--- src/rtl/core/a3d_pkg.sv ---
// Shared types and constants for the 3-bit adaptive delta audio decoder.
package a3d_pkg;

   localparam int GROUP_W         = 48;
   localparam int COUNT_W         = 5;
   localparam int CODE_W          = 3;
   localparam int LEVEL_W         = 14;
   localparam int PCM_W           = 16;
   localparam int CODES_PER_GROUP = 16;
   localparam int A3D_QUEUE_DEPTH = 2;

   // signed width of the difference / prediction datapath
   localparam int DP_W            = 20;

   localparam logic [LEVEL_W-1:0] LEVEL_MAX = 14'h3fff;
   localparam logic [LEVEL_W-1:0] STEP_MIN  = 14'd2;
   localparam logic [LEVEL_W-1:0] STEP_MAX  = 14'h3fff;
   localparam logic [COUNT_W-1:0] COUNT_MAX = COUNT_W'(CODES_PER_GROUP);

   typedef enum logic {
      CMD_LOAD,
      CMD_DECODE
   } a3d_cmd_kind_type;

   typedef struct packed {
      a3d_cmd_kind_type     kind;
      logic [GROUP_W-1:0]   group;
      logic [COUNT_W-1:0]   count;
   } a3d_cmd_type;

   typedef enum logic {
      BACK_IDLE,
      BACK_RUN
   } a3d_back_state_type;

endpackage

--- src/rtl/core/a3d_if.sv ---
// Valid/ready channel interfaces for the decoder's input groups and PCM results.
interface a3d_req_if import a3d_pkg::*; ();
   logic                valid;
   logic                ready;
   logic                is_header;
   logic [GROUP_W-1:0]  group;
   logic [COUNT_W-1:0]  sample_count;

   modport source (output valid, is_header, group, sample_count, input ready);
   modport sink   (input valid, is_header, group, sample_count, output ready);
endinterface

interface a3d_rsp_if import a3d_pkg::*; ();
   logic                     valid;
   logic                     ready;
   logic signed [PCM_W-1:0]  pcm_sample;
   logic                     last_in_group;

   modport source (output valid, pcm_sample, last_in_group, input ready);
   modport sink   (input valid, pcm_sample, last_in_group, output ready);
endinterface

--- src/rtl/core/adaptive_3bit_delta_audio_decoder.sv ---
// Top level of the 3-bit adaptive delta audio decoder.
//
// Usage:
//   req_chan carries one 48-bit group per beat plus is_header and sample_count.
//   A header beat loads step size, current and previous level; it gives no
//   result. A data beat decodes min(sample_count,16) codes, least significant
//   first; sample_count of zero is dropped with no result.
//   rsp_chan returns one signed 16-bit PCM beat per code; last_in_group marks
//   the final sample of a data group.
// Path: with the engine idle, the first sample of a data group goes from the
//   queue entry through the engine pop into BACK_RUN, then the decode into
//   the output register.
// Throughput: one code per cycle through the decode engine unless rsp_chan
//   stalls; no new command is popped until a data group's last code is
//   decoded. The per-code recurrence on level and step size sets the rate.
// Stalls: rsp_chan stall freezes code decoding; the command queue keeps taking
//   beats until it is full, then req_chan.ready drops.
// Reset (synchronous, active high): predictor state cleared to zero, queue
//   emptied, no result pending.
module adaptive_3bit_delta_audio_decoder import a3d_pkg::*; #(
   parameter int QUEUE_DEPTH = A3D_QUEUE_DEPTH
) (
   input  logic       clock,
   input  logic       reset,
   a3d_req_if.sink    req_chan,
   a3d_rsp_if.source  rsp_chan
);

   // front -> queue
   logic         push_valid;
   logic         push_ready;
   a3d_cmd_type  push_cmd;

   // queue -> decode engine
   logic         pop_valid;
   logic         pop_ready;
   a3d_cmd_type  pop_cmd;

   // classify header / data, saturate the count, drop empty groups
   a3d_front u_front (
      .req_chan   (req_chan),
      .push_valid (push_valid),
      .push_ready (push_ready),
      .push_cmd   (push_cmd)
   );

   // decouples input acceptance from the per-code decode loop
   a3d_queue #(
      .DEPTH (QUEUE_DEPTH)
   ) u_queue (
      .clock      (clock),
      .reset      (reset),
      .push_valid (push_valid),
      .push_ready (push_ready),
      .push_cmd   (push_cmd),
      .pop_valid  (pop_valid),
      .pop_ready  (pop_ready),
      .pop_cmd    (pop_cmd)
   );

   // predictor, step adaptation and PCM output register
   a3d_back u_back (
      .clock     (clock),
      .reset     (reset),
      .pop_valid (pop_valid),
      .pop_ready (pop_ready),
      .pop_cmd   (pop_cmd),
      .rsp_chan  (rsp_chan)
   );

endmodule

--- src/rtl/core/a3d_front.sv ---
// Front end: classifies input beats into load / decode commands for the queue.
module a3d_front import a3d_pkg::*; (
   a3d_req_if.sink      req_chan,
   output logic         push_valid,
   input  logic         push_ready,
   output a3d_cmd_type  push_cmd
);

   logic drop;

   // data group with nothing to decode: swallow it
   assign drop = !req_chan.is_header && (req_chan.sample_count == '0);

   assign push_valid     = req_chan.valid && !drop;
   assign req_chan.ready = drop ? 1'b1 : push_ready;

   always_comb begin
      push_cmd.kind  = req_chan.is_header ? CMD_LOAD : CMD_DECODE;
      push_cmd.group = req_chan.group;
      push_cmd.count = (req_chan.sample_count > COUNT_MAX) ? COUNT_MAX
                                                           : req_chan.sample_count;
   end

endmodule

--- src/rtl/core/a3d_queue.sv ---
// Small command FIFO between the front end and the decode engine.
module a3d_queue import a3d_pkg::*; #(
   parameter int DEPTH = A3D_QUEUE_DEPTH
) (
   input  logic         clock,
   input  logic         reset,
   input  logic         push_valid,
   output logic         push_ready,
   input  a3d_cmd_type  push_cmd,
   output logic         pop_valid,
   input  logic         pop_ready,
   output a3d_cmd_type  pop_cmd
);

   localparam int PTR_W = (DEPTH > 1) ? $clog2(DEPTH) : 1;
   localparam int CNT_W = $clog2(DEPTH + 1);
   localparam logic [PTR_W-1:0] PTR_LAST = PTR_W'(DEPTH - 1);
   localparam logic [CNT_W-1:0] CNT_FULL = CNT_W'(DEPTH);

   a3d_cmd_type       entry_ff [DEPTH];
   logic [PTR_W-1:0]  wr_ptr_ff, wr_ptr_in;
   logic [PTR_W-1:0]  rd_ptr_ff, rd_ptr_in;
   logic [CNT_W-1:0]  count_ff, count_in;
   logic              push_fire, pop_fire;

   assign push_ready = (count_ff != CNT_FULL);
   assign pop_valid  = (count_ff != '0);
   assign pop_cmd    = entry_ff[rd_ptr_ff];
   assign push_fire  = push_valid && push_ready;
   assign pop_fire   = pop_valid && pop_ready;

   always_comb begin
      wr_ptr_in = wr_ptr_ff;
      rd_ptr_in = rd_ptr_ff;
      count_in  = count_ff;
      if (push_fire) begin
         wr_ptr_in = (wr_ptr_ff == PTR_LAST) ? '0 : wr_ptr_ff + 1'b1;
      end
      if (pop_fire) begin
         rd_ptr_in = (rd_ptr_ff == PTR_LAST) ? '0 : rd_ptr_ff + 1'b1;
      end
      if (push_fire && !pop_fire) begin
         count_in = count_ff + 1'b1;
      end else if (pop_fire && !push_fire) begin
         count_in = count_ff - 1'b1;
      end
   end

   always_ff @(posedge clock) begin
      if (reset) begin
         wr_ptr_ff <= '0;
         rd_ptr_ff <= '0;
         count_ff  <= '0;
      end else begin
         wr_ptr_ff <= wr_ptr_in;
         rd_ptr_ff <= rd_ptr_in;
         count_ff  <= count_in;
      end
   end

   always_ff @(posedge clock) begin
      if (push_fire) begin
         entry_ff[wr_ptr_ff] <= push_cmd;
      end
   end

`ifndef SYNTHESIS
   a_occupancy_bound: assert property (@(posedge clock) disable iff (reset)
      count_ff <= CNT_FULL)
      else $error("queue occupancy beyond depth");

   a_ptr_gap: assert property (@(posedge clock) disable iff (reset)
      (count_ff == '0) |-> (wr_ptr_ff == rd_ptr_ff))
      else $error("queue empty but pointers differ");
`endif

endmodule

--- src/rtl/core/a3d_back.sv ---
// Decoder: predictor state, PCM output reg, one 3-bit code per unstalled cycle.
module a3d_back import a3d_pkg::*; (
   input  logic         clock,
   input  logic         reset,
   input  logic         pop_valid,
   output logic         pop_ready,
   input  a3d_cmd_type  pop_cmd,
   a3d_rsp_if.source    rsp_chan
);

   a3d_back_state_type     state_ff, state_in;
   logic [LEVEL_W-1:0]     step_ff, step_in;
   logic [LEVEL_W-1:0]     cur_ff, cur_in;
   logic [LEVEL_W-1:0]     prev_ff, prev_in;
   logic [GROUP_W-1:0]     grp_ff;
   logic [COUNT_W-1:0]     cnt_ff;
   logic                   rsp_valid_ff;
   logic [PCM_W-1:0]       pcm_ff;
   logic                   last_ff;

   logic                   out_free;
   logic                   decode_fire;
   logic                   start_decode;
   logic                   load_state;

   logic [CODE_W-1:0]      code;
   logic signed [DP_W-1:0] s_val, s_q, base, prod, raw, diff, pred;
   logic [2:0]             mult_sel;
   logic [LEVEL_W-1:0]     level_new;
   logic [LEVEL_W+1:0]     ns_wide;
   logic [LEVEL_W-1:0]     step_new;

   assign out_free = !rsp_valid_ff || rsp_chan.ready;

   // control
   always_comb begin
      state_in     = state_ff;
      pop_ready    = 1'b0;
      decode_fire  = 1'b0;
      start_decode = 1'b0;
      load_state   = 1'b0;
      unique case (state_ff)
         BACK_IDLE: begin
            pop_ready = 1'b1;
            if (pop_valid) begin
               unique case (pop_cmd.kind)
                  CMD_LOAD:   load_state = 1'b1;
                  CMD_DECODE: begin
                     start_decode = 1'b1;
                     state_in     = BACK_RUN;
                  end
                  default:    load_state = 1'b0;
               endcase
            end
         end
         BACK_RUN: begin
            decode_fire = out_free;
            if (out_free && (cnt_ff == COUNT_W'(1))) begin
               state_in = BACK_IDLE;
            end
         end
         default: state_in = BACK_IDLE;
      endcase
   end

   always_ff @(posedge clock) begin
      if (reset) begin
         state_ff <= BACK_IDLE;
      end else begin
         state_ff <= state_in;
      end
   end

   // step-scaled difference: (s&~3) +/- k*s' then floor divide by four
   assign code  = grp_ff[CODE_W-1:0];
   assign s_val = $signed({{(DP_W-LEVEL_W){1'b0}}, step_ff});
   assign s_q   = {s_val[DP_W-1:2], 2'b00};
   assign base  = code[2] ? {s_val[DP_W-1:1], 1'b0} : s_val;
   assign mult_sel = code[2] ? ({1'b0, code[1:0]} + 3'd1) : {1'b0, code[1:0]};

   always_comb begin
      case (mult_sel)
         3'd0:    prod = '0;
         3'd1:    prod = base <<< 1;
         3'd2:    prod = base <<< 2;
         3'd3:    prod = (base <<< 2) + (base <<< 1);
         3'd4:    prod = base <<< 3;
         default: prod = '0;
      endcase
   end

   always_comb begin
      raw  = code[2] ? (s_q - prod) : (s_q + prod);
      diff = (raw >>> 2) - $signed({{(DP_W-1){1'b0}},
                                    (code[2] & code[1] & step_ff[0])});
      pred = $signed({{(DP_W-LEVEL_W-1){1'b0}}, cur_ff, 1'b0})
           - $signed({{(DP_W-LEVEL_W){1'b0}}, prev_ff}) + diff;
      if (pred < 0) begin
         level_new = '0;
      end else if (pred > $signed({{(DP_W-LEVEL_W){1'b0}}, LEVEL_MAX})) begin
         level_new = LEVEL_MAX;
      end else begin
         level_new = pred[LEVEL_W-1:0];
      end
   end

   // step adaptation
   always_comb begin
      if (!code[1]) begin
         ns_wide = {2'b00, step_ff} + {5'd0, step_ff[LEVEL_W-1:3]}
                 - {4'd0, step_ff[LEVEL_W-1:2]};
      end else begin
         ns_wide = {2'b00, step_ff} + {4'd0, step_ff[LEVEL_W-1:2]}
                 + (code[0] ? {3'd0, step_ff[LEVEL_W-1:1]} : '0);
      end
      if (ns_wide < {2'b00, STEP_MIN}) begin
         step_new = STEP_MIN;
      end else if (ns_wide > {2'b00, STEP_MAX}) begin
         step_new = STEP_MAX;
      end else begin
         step_new = ns_wide[LEVEL_W-1:0];
      end
   end

   // predictor state
   always_comb begin
      step_in = step_ff;
      cur_in  = cur_ff;
      prev_in = prev_ff;
      if (load_state) begin
         step_in = pop_cmd.group[LEVEL_W-1:0];
         cur_in  = pop_cmd.group[2*LEVEL_W-1:LEVEL_W];
         prev_in = pop_cmd.group[3*LEVEL_W-1:2*LEVEL_W];
      end else if (decode_fire) begin
         step_in = step_new;
         cur_in  = level_new;
         prev_in = cur_ff;
      end
   end

   always_ff @(posedge clock) begin
      if (reset) begin
         step_ff <= '0;
         cur_ff  <= '0;
         prev_ff <= '0;
         cnt_ff  <= '0;
      end else begin
         step_ff <= step_in;
         cur_ff  <= cur_in;
         prev_ff <= prev_in;
         if (start_decode) begin
            cnt_ff <= pop_cmd.count;
         end else if (decode_fire) begin
            cnt_ff <= cnt_ff - 1'b1;
         end
      end
   end

   always_ff @(posedge clock) begin
      if (start_decode) begin
         grp_ff <= pop_cmd.group;
      end else if (decode_fire) begin
         grp_ff <= {{CODE_W{1'b0}}, grp_ff[GROUP_W-1:CODE_W]};
      end
   end

   // output register; level minus midscale is the level with its top bit flipped
   always_ff @(posedge clock) begin
      if (reset) begin
         rsp_valid_ff <= 1'b0;
      end else if (decode_fire) begin
         rsp_valid_ff <= 1'b1;
      end else if (rsp_chan.ready) begin
         rsp_valid_ff <= 1'b0;
      end
   end

   always_ff @(posedge clock) begin
      if (decode_fire) begin
         pcm_ff  <= {~level_new[LEVEL_W-1], level_new[LEVEL_W-2:0], 2'b00};
         last_ff <= (cnt_ff == COUNT_W'(1));
      end
   end

   assign rsp_chan.valid         = rsp_valid_ff;
   assign rsp_chan.pcm_sample    = $signed(pcm_ff);
   assign rsp_chan.last_in_group = last_ff;

`ifndef SYNTHESIS
   a_run_has_work: assert property (@(posedge clock) disable iff (reset)
      (state_ff == BACK_RUN) |-> (cnt_ff != '0))
      else $error("decode running with no codes left");

   a_step_floor: assert property (@(posedge clock) disable iff (reset)
      decode_fire |=> (step_ff >= STEP_MIN))
      else $error("step size below minimum after decode");

   a_last_ends_run: assert property (@(posedge clock) disable iff (reset)
      (decode_fire && (cnt_ff == COUNT_W'(1))) |=> (state_ff == BACK_IDLE))
      else $error("engine still running after last code");
`endif

endmodule
--- src/flat_wrapper.sv ---
// flat-port wrapper written by rule: the top's interface ports become plain ports
module adaptive_3bit_delta_audio_decoder_flat import a3d_pkg::*;
#(
   parameter int QUEUE_DEPTH = A3D_QUEUE_DEPTH
)
  (clock, reset, req_chan_valid, req_chan_is_header, req_chan_group, req_chan_sample_count, req_chan_ready, rsp_chan_valid, rsp_chan_pcm_sample, rsp_chan_last_in_group, rsp_chan_ready);
  a3d_req_if req_chan_i ();
  a3d_rsp_if rsp_chan_i ();
  input  logic clock;
  input  logic reset;
  input wire logic [$bits(req_chan_i.valid)-1:0] req_chan_valid;
  input wire logic [$bits(req_chan_i.is_header)-1:0] req_chan_is_header;
  input wire logic [$bits(req_chan_i.group)-1:0] req_chan_group;
  input wire logic [$bits(req_chan_i.sample_count)-1:0] req_chan_sample_count;
  output wire logic [$bits(req_chan_i.ready)-1:0] req_chan_ready;
  output wire logic [$bits(rsp_chan_i.valid)-1:0] rsp_chan_valid;
  output wire logic [$bits(rsp_chan_i.pcm_sample)-1:0] rsp_chan_pcm_sample;
  output wire logic [$bits(rsp_chan_i.last_in_group)-1:0] rsp_chan_last_in_group;
  input wire logic [$bits(rsp_chan_i.ready)-1:0] rsp_chan_ready;
  assign req_chan_i.valid = req_chan_valid;
  assign req_chan_i.is_header = req_chan_is_header;
  assign req_chan_i.group = req_chan_group;
  assign req_chan_i.sample_count = req_chan_sample_count;
  assign req_chan_ready = req_chan_i.ready;
  assign rsp_chan_valid = rsp_chan_i.valid;
  assign rsp_chan_pcm_sample = rsp_chan_i.pcm_sample;
  assign rsp_chan_last_in_group = rsp_chan_i.last_in_group;
  assign rsp_chan_i.ready = rsp_chan_ready;
  adaptive_3bit_delta_audio_decoder #(.QUEUE_DEPTH(QUEUE_DEPTH)) u_core (.clock(clock), .reset(reset), .req_chan(req_chan_i), .rsp_chan(rsp_chan_i));
endmodule
--- config.mk ---
export PLATFORM = sky130hd
export DESIGN_NAME = adaptive_3bit_delta_audio_decoder_flat
export DESIGN_NICKNAME = d
export VERILOG_FILES = /design/src/rtl/core/a3d_pkg.sv /design/src/rtl/core/a3d_if.sv /design/src/rtl/core/adaptive_3bit_delta_audio_decoder.sv /design/src/rtl/core/a3d_front.sv /design/src/rtl/core/a3d_queue.sv /design/src/rtl/core/a3d_back.sv /design/src/flat_wrapper.sv
export SDC_FILE = /design/constraint.sdc
export NUM_CORES = 1
export LEC_CHECK = 0
export BUFFER_PORTS_ARGS = -buffer_cell sky130_fd_sc_hd__buf_2
export CAP_MARGIN = 10
export CORE_MARGIN = 2
export CORE_UTILIZATION = 42
export CTS_CLUSTER_DIAMETER = 30
export DETAILED_ROUTE_END_ITERATION = 10
export PLACE_DENSITY_LB_ADDON = 0.08
export SKIP_CTS_REPAIR_TIMING = 1
export SLEW_MARGIN = 20
export SYNTH_ARGS = -nofsm -noshare
export SYNTH_HDL_FRONTEND = slang
export SYNTH_HIERARCHICAL = 1
export SYNTH_SLANG_ARGS = --single-unit
export TNS_END_PERCENT = 5
--- constraint.sdc ---
create_clock -name clock -period 6.3 [get_ports clock]
set_input_delay 1.26 -clock clock [delete_from_list [all_inputs] [get_ports clock]]
set_output_delay 1.26 -clock clock [all_outputs]
set_load 0.03 [all_outputs]
==> results of run 1 <==
-- flip-flops by register name, summed over array words and instances, names as in the netlist, named ones only --
signal / cells
u_core/u_back/state_ff: 1
u_core/u_back/prev_ff: 14
u_core/u_queue/entry_ff: 108
u_core/u_back/cur_ff: 14
u_core/u_back/rsp_chan.last_in_group: 1
u_core/u_back/cnt_ff: 5
u_core/u_back/rsp_chan.valid: 1
u_core/u_queue/count_ff: 2
u_core/u_back/grp_ff: 48
u_core/u_back/rsp_chan.pcm_sample: 14
u_core/u_queue/wr_ptr_ff: 1
u_core/u_queue/rd_ptr_ff: 1
u_core/u_back/step_ff: 14
-- cells in the final DEF (no fill, tap or decap), types with 51 or more instances in the layout --
master,instances
buf_2,74
ha_1,113
buf_4,72
inv_1,132
dfxtp_1,51
nor2_1,72
edfxtp_1,171
mux2_2,56
nand2_1,210
a21oi_1,79
-- logic make-up (layout without fill, tap and decap cells) --
| family | Yosys count | count (layout) |
|---|---|---|
| mux | 61 | 61 |
| other cells | 1 | 3 |
| fa+ha+maj | 150 | 150 |
| flops | 225 | 225 |
| xor+xnor | 62 | 62 |
| buf+inv | 237 | 358 |
| compound gates | 372 | 372 |
| simple gates | 452 | 452 |
-- final cells by class --
type / instances / area, um2 / share of cell area, %
diodes: 1 / 2.50 / 0.0140
repair buffers: 151 / 1010 / 5.62
flip-flops and latches: 225 / 6220 / 34.7
multi-input cells: 1099 / 8280 / 46.2
clock inverters: 23 / 243 / 1.36
inverters: 134 / 503 / 2.81
clock buffers: 50 / 1080 / 6.02
well taps: 461 / 577 / 3.22
-- worst max-delay path by stage --
stage / startpoint / end / slack (ps) / depth (start not counted)
after floorplan: u_core/u_back/step_ff[3] / u_core/u_back/rsp_chan.pcm_sample[10] / 80 / 31
after global placement: u_core/u_back/grp_ff[2] / u_core/u_back/cur_ff[12] / 30 / 31
after detailed placement: u_core/u_back/grp_ff[2] / u_core/u_back/cur_ff[5] / -20 / 31
after CTS: u_core/u_back/grp_ff[2] / u_core/u_back/cur_ff[13] / -60 / 31
after global routing: u_core/u_back/grp_ff[2] / u_core/u_back/rsp_chan.pcm_sample[7] / -30 / 33
final: u_core/u_back/grp_ff[2] / u_core/u_back/rsp_chan.pcm_sample[7] / 300 / 33
-- stage by stage --
step	setup slack [ps]	area (um2)	util [%]	hold WS [ps]	setup TNS (ps)
after floorplan	77.8	15300	-	436	0
after global placement	28.8	16100	45.2	442	0
after detailed placement	-21.6	16200	45.3	446	-74.1
after CTS	-63.9	17500	49.0	452	-739
after global routing	-32.4	17900	50.2	475	-170
final	300	17900	50.2	451	0
-- worst max-delay path, delay by kind of cell, from the launching register on --
| family | cells | cell delay [ps] |
|---|---|---|
| and+or+nand+nor | 13 | 1730 |
| adders and majority gates | 5 | 1380 |
| AOI/OAI and AO/OA | 10 | 1690 |
| xor gates and xnor gates | 1 | 100 |
| DFF | 1 | 390 |
| buffers and inverters | 4 | 450 |
-- layer usage --
| layer | GRT usage [%] | share of wire (%) |
|---|---|---|
| met1 | 28.5 | 48 |
| met2 | 31.9 | 46 |
| met3 | 2.92 | 4.3 |
| met4 | 4.50 | 1.3 |
| met5 | 0 | 0.029 |
==> flow_summary.ini, run 1 <==
[run_status]
status = complete, no violations

[logic_synthesis]
synth_cells = 1560
yosys.area_share.simple_pct = 13.7
synth.ff_latch_count = 225
synth_top_family_by_area = compound AO/OA/AOI/OAI gates
synth_ff_type = edfxtp_1
yosysUniqueCellTypes = 84
yosys-mux-area-fraction_pct = 4.46
synth-edff-count = 171
synth-compound-area-share_pct = 16.4
synth_fa_ha_area_share_pct = 13.7
synthesized_area_fraction_occupied_by_xor_and_xnor_cells_pct = 3.61
yosysWarnings = 6
synth_area_per_cell_um2 = 9.78
synth.most_common_cell = nand2_1
synth_top_cells_by_area = edfxtp_1 (34%), ha_1 (9.9%), dfxtp_1 (7.1%)
netlist.area_leader.share_pct = 33.7
synthDominantAreaCellType = edfxtp_1
share_of_synthesized_flip_flops_with_an_asynchronous_set_or_reset_pct = 0
syn-cell-area_um2 = 15300
synth_sequential_area_ratio_pct = 40.8
ys_top_cells_by_count = nand2_1 (212), edfxtp_1 (171), inv_1 (133)

[drt]
wire_per_inst_um = 17.5
first_pass_iters = 5
routed_via_density = 5.39
routed-via-count = 11600
drt_iter0_drc = 710
detail-route-antenna-nets = 0
drcViolationCount = 0
wl_mm = 37.5

[worst_hold_path]
min-delay-start = u_core/u_back/prev_ff[4]
timing.hold.worst_endpoint = u_core/u_back/prev_ff[4]
hold_class = reg -> reg
worstHoldPathCells = 2

[critical_path]
setup.worst_path.start_class = register
critical-path-slowest-cell = edfxtp_1
worst-r2r-setup-slack_ps = 300
cp.arrival_ps = 6250
crit_fanout = 6
r2r-end = u_core/u_back/rsp_chan.pcm_sample[7]
r2r_cells = 33
endpoint_kind = register
timing.setup.critical_path_class = reg -> reg
worst_r2r_startpoint = u_core/u_back/grp_ff[2]
required_time_of_the_worst_setup_path_ps = 6550
max_stage_delay_on_crit_path_ps = 390

[clocking]
cts_sinks = 225
cts_inserted_buffers = 40
tritoncts_clock_tree = yes
clock_path_buffers = 3
clock_tree.root_cell = clkbuf_16
htreeDepth = 2
worst_skew_pair.late_latency_ps = 520
clock_transition_at_the_registers_of_the_reported_paths_ps = 40

[place]
hpwl_mm = 27.5
place_inst = 2061
place_congestion = 0.822
io_buffers = 74

[global_route]
global_route_wire_length_before_repair_mm = 60.7
grt_start_max_net_pins = 56
globalRoute.totalOverflow = 0
grt_usage_pct = 19.9
initial_antenna_violation_count = 4
vias_in_the_first_global_route = 11400

[floorplanning]
height_of_the_chip_um = 195
core_area_um2 = 35700
site_row_count = 69
fp.dieArea_um2 = 37900
ioPinCount = 77
initial_utilization_pct = 42.8
die_width_um = 195

[layout]
final_layout_size_suffix_gt1_share_pct = 21.9
filler_cell_count = 3330
finalNonFillerCells = 2144
fin_nets = 1859
syn_to_final_growth_pct = 17.4

[timing]
final_setup_violation_count = 0
max_clock_freq_mhz = 167
final.min_clock_period_ps = 6000
timing_max_transition_violations_final = 0
timing.final.hold_violations = 0
layout_worst_path_cycle_share_pct = 95.2
max-slew-margin-rel_pct = 44.7
worstMarginPinSlew_ps = 827
clock_skew_ps = 25.3

[flow_run]
max_capacitance_violation_count = 0
Power of run 1 is not shown: default switching activity piles up to over one toggle a cycle in this logic, so the estimate is an artifact.
==> inputs of run 2 (changes only) <==
--- a/config.mk
+++ b/config.mk
@@ -7,7 +7,7 @@
 export LEC_CHECK = 0
 export BUFFER_PORTS_ARGS = -buffer_cell sky130_fd_sc_hd__buf_2
 export CAP_MARGIN = 10
-export CORE_MARGIN = 2
+export CORE_MARGIN = 1.5
 export CORE_UTILIZATION = 42
 export CTS_CLUSTER_DIAMETER = 30
 export DETAILED_ROUTE_END_ITERATION = 10
==> run 2 against run 1 <==
  * The run now ends with DRC left
  * Clock-buffer cell count is 3 higher
  * Cell count is 0.19% higher
  * Sequential cell count is the same
  * Die area is 1.0% lower
  * Global-route usage fell by 0.18 points
  * Via count is 0.31% lower
  * Setup slack better by 71 ps
  * Register-to-register slack better by 70 ps
  * Non-clock buffer count is 6 lower
  * Critical path depth down 1
  * Clock skew shrank 2.4 ps
  * Critical path type unchanged
==> flow_summary.ini, run 2 (synthesized netlist as in run 1, its figures left out) <==
[place]
hpwl_mm = 27.2
place_congestion = 0.825
io_buffers = 74
dpl_worst_slack_ps = -24.4

[global_route]
grt_util_met1_pct = 28.4
vias_in_the_first_global_route = 11400
grt_start_max_net_pins = 56
busiest_layer = met2
grt_usage_pct = 19.7
met3_usage_pct = 2.95
globalRoute.totalOverflow = 0
initial_antenna_violation_count = 3
grtUsageMet2_pct = 31.2
global_route_wire_length_before_repair_mm = 60.1

[drt]
wl_mm = 36.7
wire_per_inst_um = 17.1
routed_via_density = 5.36
routed-via-count = 11500
drcViolationCount = 4
drt_iter0_drc = 688
first_pass_iters = 7
detail-route-antenna-nets = 0

[timing]
grt_setup_unrepaired = yes
worstMarginPinSlew_ps = 835
max_clock_freq_mhz = 169
max-slew-margin-rel_pct = 44.1
final.min_clock_period_ps = 5930
layout_setup_ws_ps = 371
clock_skew_ps = 22.9
layout_worst_path_cycle_share_pct = 94.1
final_setup_violation_count = 0
timing.final.hold_violations = 0
timing_max_transition_violations_final = 0

[clocking]
cts_inserted_buffers = 46
clock_path_buffers = 3
htreeDepth = 2
clock_transition_at_the_registers_of_the_reported_paths_ps = 40
worst_skew_pair.late_latency_ps = 530
cts_sinks = 225
tritoncts_clock_tree = yes
clock_tree.root_cell = clkbuf_16

[layout]
biggestRegsByFlops = u_core/u_queue/entry_ff (108), u_core/u_back/grp_ff (48)
syn_to_final_growth_pct = 18.4
final_layout_size_suffix_gt1_share_pct = 21.4
flip_flop_count_of_the_largest_register_all_copies_and_words_added = 108
fin_nets = 1859
top_register_by_number_of_flip_flops = u_core/u_queue/entry_ff
final_cell_mix = nand2_1 (210), edfxtp_1 (171), inv_1 (132), ha_1 (113), a21oi_1 (78)
mostFrequentLayoutCell = nand2_1

[worst_hold_path]
worstHoldPathCells = 2
hold_class = reg -> reg

[floorplanning]
height_of_the_chip_um = 194
initial_utilization_pct = 42.8
die_width_um = 194
fp.dieArea_um2 = 37500
ioPinCount = 77
site_row_count = 69
core_area_um2 = 35700

[critical_path]
endpoint_kind = register
max_stage_delay_on_crit_path_ps = 410
crit_fanout = 8
cp_common_cell = nor2_1
critical-path-slowest-cell = edfxtp_1
cp.arrival_ps = 6200
setup.worst_path.start_class = register
r2r_cells = 32
timing.setup.critical_path_class = reg -> reg
required_time_of_the_worst_setup_path_ps = 6580

[run_status]
violations = DRC
status = finished with violations

[flow_run]
max_capacitance_violation_count = 0
-- run 2: cell count changes in the layout (fill, tap and decap cells not counted), sizes merged --
| cell | previous run | this run |
|---|---|---|
| clkinv | 12 | 18 |
| buf | 150 | 145 |
| bufinv | 3 | 8 |
| inv | 136 | 133 |
| clkbuf | 51 | 53 |
| clkinvlp | 6 | 5 |
-- run 2: per-layer routing --
layer / vias to the layer above / wire, um
met5: - / 13
met4: 2 / 512
met3: 37 / 1410
met2: 224 / 16500
met1: 5520 / 18300
li1: 5734 / -
-- run 2: cell type report --
type                       instances  area, um2
antenna                            1       2.50
sequential                       225       6220
clock buffer                      53       1210
clock inverter                    30        384
timing repair buffer             145        942
inverter                         134        503
tap                              461        577
multi-input combinational       1099       8230
fill                            3333      17600
-- run 2: worst paths after layout --
check / from / endpoint / slack, ps
worst max-delay path: u_core/u_back/grp_ff[2] / u_core/u_back/rsp_chan.pcm_sample[8] / 370
worst min-delay path: u_core/u_back/prev_ff[13] / u_core/u_back/prev_ff[13] / 450
worst max register to register: u_core/u_back/grp_ff[2] / u_core/u_back/rsp_chan.pcm_sample[8] / 370
worst min register to register: u_core/u_back/prev_ff[13] / u_core/u_back/prev_ff[13] / 450
-- run 2: worst max-delay path, delay by kind of cell (launching register included) --
kind	cells	cell delay, ps
adder cells (fa/ha/maj)	5	1360
XOR/XNOR	1	90
AO/OA/AOI/OAI	9	1590
flip-flops	1	410
AND/OR/NAND/NOR	12	1670
buffers and inverters	5	570
-- run 2: stage by stage --
step / cells / hold WS [ps] / util, % / setup TNS [ps] / cell area [um2]
finish: 2148 / 451 / 50.6 / 0 / 18100
floorplan: 1561 / 436 / - / 0 / 15300
detailed placement: 2056 / 447 / 45.2 / -78.0 / 16100
global placement: 2055 / 442 / 45.1 / 0 / 16100
CTS: 2139 / 453 / 49.6 / -122 / 17700
global route: 2147 / 464 / 50.6 / -118 / 18100
Power of run 2 is left out for the same reason.
